## src/rtl/core/jswd_pkg.sv

```systemverilog
// Shared types, codes and constants of the job supervisor watchdog.
`default_nettype none
package jswd_pkg;

   localparam logic [7:0]  MAX_DEPTH        = 8'd255;
   localparam logic [31:0] DEFAULT_BUDGET   = 32'd10000;
   localparam logic [19:0] DEFAULT_CRITICAL = 20'd950000;

   // Register select values, decoded on address bit 2 (byte addresses 0 and 4).
   localparam logic REG_BUDGET   = 1'b0;
   localparam logic REG_CRITICAL = 1'b1;

   typedef enum logic [2:0] {
      KIND_START     = 3'd0,
      KIND_END       = 3'd1,
      KIND_HEARTBEAT = 3'd2,
      KIND_RECOVER   = 3'd3,
      KIND_SAFE      = 3'd4
   } kind_type;

   localparam logic [2:0] CODE_IDLE     = 3'd0;
   localparam logic [2:0] CODE_THINK    = 3'd1;
   localparam logic [2:0] CODE_EXEC     = 3'd2;
   localparam logic [2:0] CODE_TIMEOUT  = 3'd3;
   localparam logic [2:0] CODE_THROTTLE = 3'd4;
   localparam logic [2:0] CODE_ERROR    = 3'd5;
   localparam logic [2:0] CODE_SHUTDOWN = 3'd6;

   typedef enum logic [6:0] {
      MODE_IDLE     = 7'b0000001,
      MODE_THINK    = 7'b0000010,
      MODE_EXEC     = 7'b0000100,
      MODE_TIMEOUT  = 7'b0001000,
      MODE_THROTTLE = 7'b0010000,
      MODE_ERROR    = 7'b0100000,
      MODE_SHUTDOWN = 7'b1000000
   } mode_type;

   typedef struct packed {
      logic [2:0]  kind;
      logic        success;
      logic [31:0] latency_ms;
      logic [19:0] utilization;
      logic [31:0] now_ms;
   } req_type;

   typedef struct packed {
      logic        granted;
      logic [2:0]  state_code;
      logic [7:0]  depth;
      logic [31:0] last_latency;
      logic [31:0] recovery_total;
      logic        throttled;
   } rsp_type;

   typedef struct packed {
      logic [31:0] timeout_budget_ms;
      logic [19:0] critical_utilization;
   } cfg_type;

   // Set of legal targets for each source state, as a mask of one-hot state codes.
   function automatic logic [6:0] legal_targets(input mode_type from);
      logic [6:0] mask;
      case (from)
         MODE_IDLE:     mask = MODE_THINK | MODE_EXEC | MODE_SHUTDOWN;
         MODE_THINK:    mask = MODE_EXEC | MODE_THROTTLE | MODE_ERROR | MODE_IDLE
                               | MODE_SHUTDOWN;
         MODE_EXEC:     mask = MODE_THINK | MODE_TIMEOUT | MODE_ERROR | MODE_THROTTLE
                               | MODE_SHUTDOWN;
         MODE_TIMEOUT:  mask = MODE_ERROR | MODE_THINK | MODE_IDLE | MODE_SHUTDOWN;
         MODE_THROTTLE: mask = MODE_EXEC | MODE_THINK | MODE_ERROR | MODE_IDLE
                               | MODE_SHUTDOWN;
         MODE_ERROR:    mask = MODE_IDLE | MODE_THINK | MODE_SHUTDOWN;
         default:       mask = 7'd0;
      endcase
      return mask;
   endfunction

   // An illegal move leaves the state where it is.
   function automatic mode_type move_to(input mode_type from, input mode_type target);
      mode_type result;
      if ((target == from) || ((legal_targets(from) & target) != 7'd0)) begin
         result = target;
      end else begin
         result = from;
      end
      return result;
   endfunction

   function automatic logic [2:0] mode_code(input mode_type mode);
      logic [2:0] code;
      case (mode)
         MODE_IDLE:     code = CODE_IDLE;
         MODE_THINK:    code = CODE_THINK;
         MODE_EXEC:     code = CODE_EXEC;
         MODE_TIMEOUT:  code = CODE_TIMEOUT;
         MODE_THROTTLE: code = CODE_THROTTLE;
         MODE_ERROR:    code = CODE_ERROR;
         MODE_SHUTDOWN: code = CODE_SHUTDOWN;
         default:       code = CODE_IDLE;
      endcase
      return code;
   endfunction

endpackage
`default_nettype wire

```

## src/rtl/core/jswd_csr.sv

```systemverilog
// Configuration registers of the job supervisor behind an APB-style port.
`default_nettype none
module jswd_csr (
   input  wire logic            clock,
   input  wire logic            reset,
   input  wire logic            csr_psel,
   input  wire logic            csr_penable,
   input  wire logic            csr_pwrite,
   input  wire logic [2:0]      csr_paddr,
   input  wire logic [31:0]     csr_pwdata,
   output logic [31:0]          csr_prdata,
   output logic                 csr_pready,
   output jswd_pkg::cfg_type    cfg
);
   import jswd_pkg::*;

   logic [31:0] budget_ff;
   logic [31:0] budget_in;
   logic [19:0] critical_ff;
   logic [19:0] critical_in;
   logic        wr_en;

   assign csr_pready = 1'b1;
   assign wr_en      = csr_psel && csr_penable && csr_pwrite && csr_pready;

   always_comb begin
      budget_in   = budget_ff;
      critical_in = critical_ff;
      if (wr_en) begin
         case (csr_paddr[2])
            REG_BUDGET: begin
               // A budget of zero falls back to the default.
               budget_in = (csr_pwdata != 32'd0) ? csr_pwdata : DEFAULT_BUDGET;
            end
            REG_CRITICAL: begin
               critical_in = csr_pwdata[19:0];
            end
            default: begin
               budget_in = budget_ff;
            end
         endcase
      end
   end

   always_ff @(posedge clock) begin
      if (reset) begin
         budget_ff   <= DEFAULT_BUDGET;
         critical_ff <= DEFAULT_CRITICAL;
      end else begin
         budget_ff   <= budget_in;
         critical_ff <= critical_in;
      end
   end

   always_comb begin
      case (csr_paddr[2])
         REG_BUDGET:   csr_prdata = budget_ff;
         REG_CRITICAL: csr_prdata = {12'd0, critical_ff};
         default:      csr_prdata = 32'd0;
      endcase
   end

   assign cfg.timeout_budget_ms    = budget_ff;
   assign cfg.critical_utilization = critical_ff;

endmodule
`default_nettype wire

```

## src/rtl/core/jswd_core.sv

```systemverilog
// Supervisor state registers and the single-pass event update logic.
`default_nettype none
module jswd_core (
   input  wire logic              clock,
   input  wire logic              reset,
   input  wire logic              advance,
   input  wire jswd_pkg::req_type item,
   input  wire jswd_pkg::cfg_type cfg,
   output jswd_pkg::rsp_type      result
);
   import jswd_pkg::*;

   mode_type    mode_ff;
   mode_type    mode_in;
   logic [7:0]  depth_ff;
   logic [7:0]  depth_in;
   logic [31:0] latency_ff;
   logic [31:0] latency_in;
   logic [31:0] recoveries_ff;
   logic [31:0] recoveries_in;
   logic [31:0] start_ff;
   logic [31:0] start_in;
   logic        armed_ff;
   logic        armed_in;

   logic        critical;
   logic        granted;
   logic [7:0]  depth_dec;
   logic [31:0] elapsed;
   logic        expired;

   assign critical  = item.utilization >= cfg.critical_utilization;
   assign depth_dec = (depth_ff != 8'd0) ? depth_ff - 8'd1 : 8'd0;
   assign elapsed   = item.now_ms - start_ff;
   assign expired   = armed_ff && (mode_ff == MODE_EXEC) && (elapsed > cfg.timeout_budget_ms);

   always_comb begin
      mode_in       = mode_ff;
      depth_in      = depth_ff;
      latency_in    = latency_ff;
      recoveries_in = recoveries_ff;
      start_in      = start_ff;
      armed_in      = armed_ff;
      granted       = 1'b0;
      case (item.kind)
         KIND_START: begin
            if (critical) begin
               mode_in = move_to(mode_ff, MODE_THROTTLE);
            end else begin
               if (depth_ff < MAX_DEPTH) begin
                  depth_in = depth_ff + 8'd1;
               end
               if ((mode_ff == MODE_IDLE) || (mode_ff == MODE_THINK)) begin
                  mode_in = move_to(mode_ff, MODE_EXEC);
               end
               start_in = item.now_ms;
               armed_in = 1'b1;
               granted  = 1'b1;
            end
         end
         KIND_END: begin
            latency_in = item.latency_ms;
            depth_in   = depth_dec;
            armed_in   = 1'b0;
            if (!item.success || (item.latency_ms > cfg.timeout_budget_ms)) begin
               mode_in       = move_to(mode_ff, MODE_TIMEOUT);
               recoveries_in = recoveries_ff + 32'd1;
            end else if (depth_dec == 8'd0) begin
               mode_in = move_to(mode_ff, MODE_THINK);
            end
         end
         KIND_HEARTBEAT: begin
            if (expired) begin
               armed_in      = 1'b0;
               depth_in      = 8'd0;
               mode_in       = move_to(mode_ff, MODE_TIMEOUT);
               recoveries_in = recoveries_ff + 32'd1;
            end else if (critical) begin
               armed_in      = 1'b0;
               depth_in      = 8'd0;
               mode_in       = move_to(mode_ff, MODE_ERROR);
               recoveries_in = recoveries_ff + 32'd1;
            end
         end
         KIND_RECOVER: begin
            mode_in       = move_to(mode_ff, MODE_ERROR);
            depth_in      = 8'd0;
            recoveries_in = recoveries_ff + 32'd1;
         end
         KIND_SAFE: begin
            if (critical) begin
               armed_in      = 1'b0;
               depth_in      = 8'd0;
               mode_in       = move_to(mode_ff, MODE_ERROR);
               recoveries_in = recoveries_ff + 32'd1;
               granted       = 1'b1;
            end
         end
         default: begin
            mode_in = mode_ff;
         end
      endcase
   end

   always_ff @(posedge clock) begin
      if (reset) begin
         mode_ff       <= MODE_IDLE;
         depth_ff      <= 8'd0;
         latency_ff    <= 32'd0;
         recoveries_ff <= 32'd0;
         start_ff      <= 32'd0;
         armed_ff      <= 1'b0;
      end else if (advance) begin
         mode_ff       <= mode_in;
         depth_ff      <= depth_in;
         latency_ff    <= latency_in;
         recoveries_ff <= recoveries_in;
         start_ff      <= start_in;
         armed_ff      <= armed_in;
      end
   end

   assign result.granted        = granted;
   assign result.state_code     = mode_code(mode_in);
   assign result.depth          = depth_in;
   assign result.last_latency   = latency_in;
   assign result.recovery_total = recoveries_in;
   assign result.throttled      = critical;

endmodule
`default_nettype wire

```

## src/rtl/core/job_supervisor_watchdog_fsm_top.sv

```systemverilog
// Top level of the job supervisor watchdog: input register, update logic, result register.
// An event waits in the input register; its result is registered in the result register until taken.
// Throughput: one event per cycle unless results stall; the state update is one pass of compares and adds.
// A stalled result register holds its result while the input register still takes one event if it is empty.
// Reset (synchronous, active high) empties both registers, returns the supervisor to idle
// with zero depth, counters and watchdog, and loads the default budget and threshold.
`default_nettype none
module job_supervisor_watchdog_fsm_top (
   input  wire logic        clock,
   input  wire logic        reset,
   input  wire logic        req_valid,
   output logic             req_ready,
   input  wire logic [2:0]  req_kind,
   input  wire logic        req_success,
   input  wire logic [31:0] req_latency_ms,
   input  wire logic [19:0] req_utilization,
   input  wire logic [31:0] req_now_ms,
   output logic             rsp_valid,
   input  wire logic        rsp_ready,
   output logic             rsp_granted,
   output logic [2:0]       rsp_state_code,
   output logic [7:0]       rsp_depth,
   output logic [31:0]      rsp_last_latency,
   output logic [31:0]      rsp_recovery_total,
   output logic             rsp_throttled,
   input  wire logic        csr_psel,
   input  wire logic        csr_penable,
   input  wire logic        csr_pwrite,
   input  wire logic [2:0]  csr_paddr,
   input  wire logic [31:0] csr_pwdata,
   output logic [31:0]      csr_prdata,
   output logic             csr_pready
);
   import jswd_pkg::*;

   cfg_type cfg;
   req_type item_ff;
   req_type item_in;
   logic    item_valid_ff;
   logic    item_valid_in;
   rsp_type rsp_ff;
   rsp_type rsp_in;
   logic    rsp_valid_ff;
   logic    rsp_valid_in;
   rsp_type result;
   logic    advance;
   logic    req_take;

   jswd_csr u_csr (
      .clock       (clock),
      .reset       (reset),
      .csr_psel    (csr_psel),
      .csr_penable (csr_penable),
      .csr_pwrite  (csr_pwrite),
      .csr_paddr   (csr_paddr),
      .csr_pwdata  (csr_pwdata),
      .csr_prdata  (csr_prdata),
      .csr_pready  (csr_pready),
      .cfg         (cfg)
   );

   jswd_core u_core (
      .clock   (clock),
      .reset   (reset),
      .advance (advance),
      .item    (item_ff),
      .cfg     (cfg),
      .result  (result)
   );

   // The held event moves on whenever the result register is empty or being emptied.
   assign advance   = item_valid_ff && (!rsp_valid_ff || rsp_ready);
   assign req_ready = !item_valid_ff || advance;
   assign req_take  = req_valid && req_ready;

   always_comb begin
      item_in.kind        = req_kind;
      item_in.success     = req_success;
      item_in.latency_ms  = req_latency_ms;
      item_in.utilization = req_utilization;
      item_in.now_ms      = req_now_ms;
      item_valid_in       = req_take || (item_valid_ff && !advance);
      rsp_in              = result;
      rsp_valid_in        = advance || (rsp_valid_ff && !rsp_ready);
   end

   always_ff @(posedge clock) begin
      if (reset) begin
         item_valid_ff <= 1'b0;
         rsp_valid_ff  <= 1'b0;
      end else begin
         item_valid_ff <= item_valid_in;
         rsp_valid_ff  <= rsp_valid_in;
      end
   end

   always_ff @(posedge clock) begin
      if (req_take) begin
         item_ff <= item_in;
      end
      if (advance) begin
         rsp_ff <= rsp_in;
      end
   end

   assign rsp_valid          = rsp_valid_ff;
   assign rsp_granted        = rsp_ff.granted;
   assign rsp_state_code     = rsp_ff.state_code;
   assign rsp_depth          = rsp_ff.depth;
   assign rsp_last_latency   = rsp_ff.last_latency;
   assign rsp_recovery_total = rsp_ff.recovery_total;
   assign rsp_throttled      = rsp_ff.throttled;

   // Only a job start or a safe-return check can grant.
   assert property (@(posedge clock) disable iff (reset)
      (advance && result.granted) |->
         ((item_ff.kind == KIND_START) || (item_ff.kind == KIND_SAFE)))
      else $error("grant raised by an event that cannot grant");

   // Shutdown has no way out.
   assert property (@(posedge clock) disable iff (reset)
      (rsp_valid_ff && (rsp_ff.state_code == CODE_SHUTDOWN) && advance) |=>
         (rsp_ff.state_code == CODE_SHUTDOWN))
      else $error("supervisor left shutdown");

   // A recovery request always clears the nesting depth and leaves a valid result; it also counts a recovery.
   assert property (@(posedge clock) disable iff (reset)
      (advance && (item_ff.kind == KIND_RECOVER)) |=>
         ((rsp_ff.depth == 8'd0) && rsp_valid_ff))
      else $error("recovery request left a non-zero depth");

   // A result transfer is never lost: a held result stays until taken.
   assert property (@(posedge clock) disable iff (reset)
      (rsp_valid_ff && !rsp_ready) |=> (rsp_valid_ff && !advance) || rsp_valid_ff)
      else $error("pending result dropped");

endmodule
`default_nettype wire
```

## config.mk

```make
export PLATFORM = sky130hd
export DESIGN_NAME = job_supervisor_watchdog_fsm_top
export DESIGN_NICKNAME = d
export VERILOG_FILES = /design/src/rtl/core/jswd_pkg.sv /design/src/rtl/core/jswd_csr.sv /design/src/rtl/core/jswd_core.sv /design/src/rtl/core/job_supervisor_watchdog_fsm_top.sv
export SDC_FILE = /design/constraint.sdc
export NUM_CORES = 1
export LEC_CHECK = 0
export BUFFER_PORTS_ARGS = -buffer_cell sky130_fd_sc_hd__clkbuf_2
export CORE_ASPECT_RATIO = 1.5
export CORE_MARGIN = 1.5
export CORE_UTILIZATION = 60
export DETAILED_ROUTE_END_ITERATION = 8
export PLACE_DENSITY = 0.84
export SYNTH_ARGS = -nofsm -noshare
export SYNTH_HDL_FRONTEND = slang
export SYNTH_HIERARCHICAL = 1
export SYNTH_SLANG_ARGS = --single-unit
```

## constraint.sdc

```tcl
create_clock -name clock -period 16.6 [get_ports clock]
set_input_delay 2.49 -clock clock [delete_from_list [all_inputs] [get_ports clock]]
set_output_delay 2.49 -clock clock [all_outputs]
set_load 0.05 [all_outputs]
```

==> results of run 1 <==
## cell usage after synthesis, types with 5 or more instances
cell | instances | area, um^2
a31oi_1 | 7 | 43.8
mux2_2 | 22 | 248
xnor2_1 | 55 | 482
buf_1 | 6 | 22.5
and2_1 | 6 | 37.5
nor3_1 | 54 | 270
and3_1 | 19 | 119
o211ai_1 | 8 | 60.1
mux2i_1 | 7 | 70.1
nor4_1 | 14 | 87.6
nand3_1 | 45 | 225
nor2b_1 | 25 | 156
or3_1 | 11 | 68.8
dfxtp_1 | 166 | 3320
a211oi_1 | 10 | 75.1
or4_1 | 5 | 37.5
o21ai_0 | 49 | 245
a21oi_1 | 138 | 691
edfxtp_1 | 165 | 4950
nand3b_1 | 16 | 120
nand2b_1 | 13 | 81.3
o32a_1 | 5 | 50.1
a21o_1 | 20 | 150
o21a_1 | 13 | 97.6
buf_4 | 5 | 37.5
clkbuf_1 | 49 | 184
inv_1 | 104 | 390
nand4_1 | 33 | 206
nor2_1 | 177 | 664
xor2_1 | 41 | 359
ha_1 | 119 | 1490
buf_2 | 26 | 130
nand2_1 | 324 | 1220
## routing by layer
layer  vias up  global-route usage (%)  part of all wire [%]  wire [um]
met5         -                       0                     0          0
met3       141                    3.12                   5.5       2490
met2       581                    54.4                    51      23000
met4         0                    15.8                   5.3       2380
met1      6807                    34.1                    38      17100
li1       6898                       -                     -          -
## how the worst max path moves through the flow
stage | start | end | slack [ns] | depth (start not counted)
floorplan | csr_paddr[2] | csr_prdata[20] | 10.56 | 3
global placement | item_ff[1] | rsp_recovery_total[28] | 9.79 | 23
detailed placement | item_ff[1] | u_core/recoveries_ff[7] | 9.67 | 23
CTS | item_ff[1] | u_core/recoveries_ff[7] | 9.65 | 23
global route | item_ff[1] | u_core/recoveries_ff[7] | 9.21 | 23
finish | item_ff[0] | u_core/recoveries_ff[7] | 9.63 | 26
## where the power goes
| group | switching, uW | internal [uW] |
|---|---|---|
| Sequential | 22.7 | 896 |
| Combinational | 185 | 92.9 |
| Clock | 308 | 429 |
| Total | 516 | 1420 |
## worst max-delay path, delay by kind of cell, from the launching register on
kind | cells | cell delay, ns
AOI/OAI and AO/OA | 11 | 2.53
adders and majority gates | 3 | 0.88
buffers and inverters | 3 | 0.58
xor gates and xnor gates | 1 | 0.12
DFF | 1 | 0.39
and+or+nand+nor | 8 | 2.38
## metrics by stage
step,hold slack (ns),cells,total power (uW),utilization (%)
final,0.455,2469,1930,69.3
after global routing,0.479,2469,2000,69.3
after CTS,0.455,2469,1940,69.3
after detailed placement,0.446,2411,1210,65.5
after global placement,0.442,2411,1200,65.5
after floorplan,0.436,1859,1130,-
## layout make-up
class	instances	area, um^2	area share (%)
multi-input cells	1334	8300	41.9
repair buffers	250	1280	6.47
well taps	390	488	2.46
flip-flops and latches	331	8280	41.7
clock inverters	14	133	0.669
inverters	106	398	2.01
clock buffers	44	947	4.78
## cells by family (layout without fill, tap and decap cells)
logic type	Yosys count	in the layout	share of synthesized area [%]
compound gates	316	316	11.6
xor+xnor	96	96	4.84
fa+ha+maj	120	120	8.69
buf+inv	194	414	4.58
flops	331	331	47.7
mux	30	30	1.92
other cells	1	1	0.0216
simple gates	771	771	20.6
## state kept, by name, summed over array words and instances, names as in the netlist
signal                cells
u_core/latency_ff        32
u_csr/budget_ff          32
rsp_last_latency         32
rsp_granted               1
u_core/start_ff          32
rsp_depth                 8
rsp_valid                 1
item_ff                  88
item_valid_ff             1
u_core/depth_ff           8
rsp_recovery_total       32
u_core/armed_ff           1
rsp_state_code            3
rsp_throttled             1
u_core/mode_ff            7
u_core/recoveries_ff     32
u_csr/critical_ff        20
==> flow_summary.yaml, run 1 <==
status:
  status: "finished, final reports clean"
place:
  post-place-ws_ns: 9.67
  placed_area_um2: 18700
  place_hpwl_um: 32800
  port_buffers: 238
  globalplace.congestion: 0.920
sta:
  setup_tns_ns: 0
  min_period_over_period_pct: 42.0
  relSlewSlack_pct: 20.4
  max_freq_mhz: 144
  timing.final.ws_setup_ns: 9.63
  setup-violations-final: 0
  worst_pin_slew_ns: 1.19
  hold_violations: 0
  fin_skew_ns: 0.0136
  min_period_ns: 6.97
  grt_setup_unrepaired: "no"
  slew_viol_final: 0
die:
  ioPinCount: 242
  die-area_um2: 30000
  initial_core_util_pct: 60.7
  rows: 76
  die_w_um: 142
  core_um2: 28600
  die_h_um: 211
synthesis:
  synth-main-ff-cell: "dfxtp_1"
  syn-num-nets: 2109
  synth_area_per_cell_um2: 9.34
  netlist_instances: 1859
  synthArstFlopShare_pct: 0
  ys_seq_elements: 331
  syn-cell-area_um2: 17400
  synth_enable_flop_cells: 165
  ys_types: 89
  seq_area_frac_synth_pct: 47.7
  ys_warn_count: 6
route:
  via_per_inst: 5.84
  routedWlPerCell_um: 18.2
  drt-initial-drc-count: 940
  vias: 14400
  ant_nets: 0
  routed_wl_um: 45000
  drc_errors: 0
  drt_pass1_iterations: 5
critical_path:
  r2r-end: "u_core/recoveries_ff[7]"
  critPathMaxStageDelay_ns: 0.61
  cp_data_arrival_time_ns: 7.46
  path_class: "flop to flop"
  cp-end-kind: "flop"
  path_common_cell: "a21oi_1"
  worst_r2r_path_depth: 26
  crit_required_ns: 17.09
  worstPathMaxFanout: 54
  cp_slowest_cell: "or4_4"
  r2r-start: "item_ff[0]"
  start_kind: "flop"
  reg2reg_setup_slack_ns: 9.63
final_layout:
  drive_above_1_share_pct: 17.4
  fin_nets: 2304
  area_growth_pct: 14.2
  final_area_um2: 19800
  layout_commonest_cell: "nand2_1"
  fillers: 2144
  antenna-diode-count: 0
  layout_common_cells: "nand2_1 (323), clkbuf_2 (237), nor2_1 (175)"
clock_network:
  htreeDepth: 1
  tritoncts: "done"
  clockRootBuffer: "clkbuf_16"
  cts_buffers: 31
  postCtsSetupBuffers: 0
  clk_latency_ns: 0.58
  cts_resized: 0
  clk_path_buf_depth: 3
  cts_hold_buf: 0
  clock_sinks: 331
  clkTransAtPathRegs_ns: 0.06
global_routing:
  grt_usage_pct: 29.8
  antenna_found_initial: 0
  grt-ovfl-total: 0
  grt_pass1_vias: 14000
  grt_pass1_wl_um: 70900
  grt_max_degree: 111
min_path:
  worstHoldPathType: "flop to flop"
  hp-start: "u_core/start_ff[30]"
  whs_path_depth: 2
  hold_end: "u_core/start_ff[30]"
job:
  cap_viol_max_count: 0
pwr:
  irDropWorstVdd_mv: 0.110
  p_leak_uw: 0.00796
  power_density_nw_per_um2: 97.5
Power figures use the tool's default switching activity.
==> run 2: changes to the inputs <==
- ABC_AREA: default -> 1
- CORE_UTILIZATION: 60 -> 59
- PLACE_DENSITY: 0.84 -> 0.82
- clock period: 16.6 -> 6.45 ns (I/O delays scaled with it)
==> run 2 against run 1 <==
Total power grew to 2.7 times the previous value; via count grew 15%; register-to-register slack lost 8.6 ns; first-iteration DRC count grew 12%; routed wire length grew 11%; cell count grew 21%; non-clock buffer count is the same; synthesized cell count grew 27%; highest routed layer unchanged.
==> flow_summary.yaml, run 2 <==
min_path:
  worstHoldPathType: "flop to flop"
clock_network:
  clockRootBuffer: "clkbuf_16"
  htreeDepth: 1
  postCtsSetupBuffers: 0
  clk_path_buf_depth: 3
  cts_hold_buf: 0
  clock_sinks: 331
  clkTransAtPathRegs_ns: 0.07
  tritoncts: "done"
  cts_resized: 0
  cts_buffers: 31
  clk_latency_ns: 0.59
place:
  globalplace.congestion: 0.957
  place_hpwl_um: 37600
  port_buffers: 238
sta:
  fin_hold_ws_ns: 0.457
  setup_tns_ns: 0
  relSlewSlack_pct: 19.4
  fin_skew_ns: 0.0169
  min_period_over_period_pct: 84.3
  max_freq_mhz: 184
  worst_pin_slew_ns: 1.21
  setup-violations-final: 0
  min_period_ns: 5.44
  slew_viol_final: 0
  hold_violations: 0
  grt_setup_unrepaired: "no"
synthesis:
  yosysTopAreaCellShare_pct: 26.5
  syn-cell-area_um2: 18700
  synth_top_area_cell: "edfxtp_1"
  syn-num-nets: 2614
  synth_enable_flop_cells: 165
  ys_seq_elements: 331
  synthAdderAreaFrac_pct: 8.07
  synthTopCellsByArea: "edfxtp_1 (26%), dfxtp_1 (18%), nand2_1 (10%)"
  ys_warn_count: 6
  ys_top_cells_by_count: "nand2_1 (512), inv_1 (320), nor2_1 (265)"
  ys_types: 53
  seq_area_frac_synth_pct: 44.3
  synth_top_family_by_area: "simple AND/OR/NAND/NOR gates"
  synth-main-ff-cell: "dfxtp_1"
  synth-compound-area-share_pct: 14.9
  netlist_instances: 2364
  synthMuxAreaShare_pct: 0
  synth_area_per_cell_um2: 7.91
  synth_xor_xnor_area_share_pct: 2.95
  synth_most_common_cell: "nand2_1"
  synthSimpleGateAreaFrac_pct: 20.9
  synthArstFlopShare_pct: 0
die:
  ioPinCount: 242
  rows: 79
  core_um2: 31100
  die-area_um2: 32800
  initial_core_util_pct: 60.1
  die_h_um: 221
  die_w_um: 148
critical_path:
  path_class: "flop to flop"
  cp_data_arrival_time_ns: 5.94
  start_kind: "flop"
  reg2reg_setup_slack_ns: 1.01
  crit_required_ns: 6.95
  cp-end-kind: "flop"
  worstPathMaxFanout: 14
global_routing:
  grt_pass1_wl_um: 79700
  grt_usage_pct: 30.3
  grt_max_degree: 69
  grt-ovfl-total: 0
  antenna_found_initial: 0
  grt_pass1_vias: 16300
job:
  cap_viol_max_count: 0
final_layout:
  layout_commonest_cell: "nand2_1"
  multi_input_area_um2: 8780
  layout_common_cells: "nand2_1 (512), inv_1 (317), nor2_1 (264)"
  fillers: 2565
  antenna-diode-count: 0
  regMostFlops: "item_ff"
  area_growth_pct: 13.1
  largest_reg_flops: 88
  drive_above_1_share_pct: 13.9
  fin_nets: 2807
  fin_util_pct: 67.9
  regArea_um2: 8280
pwr:
  power_density_nw_per_um2: 251
  p_leak_uw: 0.00960
  irDropWorstVdd_mv: 0.215
  power_uw: 5320
route:
  drc_errors: 0
  vias: 16600
  via_per_inst: 5.57
  drt_pass1_iterations: 5
  routed_wl_um: 50000
  ant_nets: 0
  drt-initial-drc-count: 1056
  routedWlPerCell_um: 16.7
status:
  status: "finished, final reports clean"
==> run 2: final cells by class <==
| class | count | share of cell area (%) |
|---|---|---|
| clock inverter | 23 | 1.33 |
| clock buffer | 35 | 3.74 |
| sequential | 331 | 39.1 |
| inverter | 328 | 5.85 |
| multi-input combinational | 1615 | 41.5 |
| timing repair buffer | 250 | 6.06 |
| tap | 405 | 2.40 |
==> run 2: worst paths after layout <==
path	end	start	cells after the start
max reg2reg	u_core/recoveries_ff[20]	item_ff[2]	27
max	u_core/recoveries_ff[20]	item_ff[2]	27
min	u_core/start_ff[16]	u_core/start_ff[16]	2
min reg2reg	u_core/start_ff[16]	u_core/start_ff[16]	2
==> run 2: logic make-up (layout without fill, tap and decap cells) <==
kind of cell             Yosys count  in the layout
AO/OA/AOI/OAI                    489            489
XOR/XNOR                          63             63
adder cells (fa/ha/maj)          120            120
buffers and inverters            418            636
flip-flops                       331            331
other                              1              1
AND/OR/NAND/NOR                  942            942
==> run 2: report_power, final <==
part	leakage (uW)	total (uW)	internal (uW)	switching, uW
clock	0.000517	1930	1120	809
combinational	0.00612	960	298	662
sequential	0.00296	2420	2340	83.7
==> run 2: critical path, cell delays in order, from the launching register on <==
cell and delay, ns:
edfxtp_1 0.39, ha_1 0.36, a21oi_1 0.15, nand2_1 0.09
a21boi_0 0.31, o21ai_0 0.25, a21boi_0 0.22, buf_4 0.15
inv_1 0.04, nand2_1 0.04, nand2_1 0.07, a21boi_0 0.28
o21ai_0 0.15, xor2_1 0.16, ha_1 0.30, nand2_1 0.08
nor2_1 0.17, nand3b_1 0.11, nor3b_2 0.29, a21oi_1 0.13
nand3_1 0.20, o211ai_2 0.16, nor3_4 0.51, buf_4 0.33
nand2_1 0.09, o21ai_2 0.07, nor2_1 0.06, nor2_1 0.19
==> run 2: per-layer routing <==
metal	global-route usage (%)	vias to the layer above	share of wire (%)	routed length (um)
met2	54.7	606	52	25900
li1	-	8187	-	-
met1	35.0	7694	38	18800
met4	16.5	0	5.3	2640
met3	2.89	146	5.4	2690
met5	0	-	0	0
==> run 2: through the flow <==
step           area, um^2  worst slack (ns)  std cells
2_1_floorplan       18700             0.363       2364
3_3_place_gp        20100              1.18       2929
3_5_place_dp        20100              1.13       2929
4_1_cts             21200              1.05       2987
5_1_grt             21200             0.446       2987
6_report            21200              1.01       2987
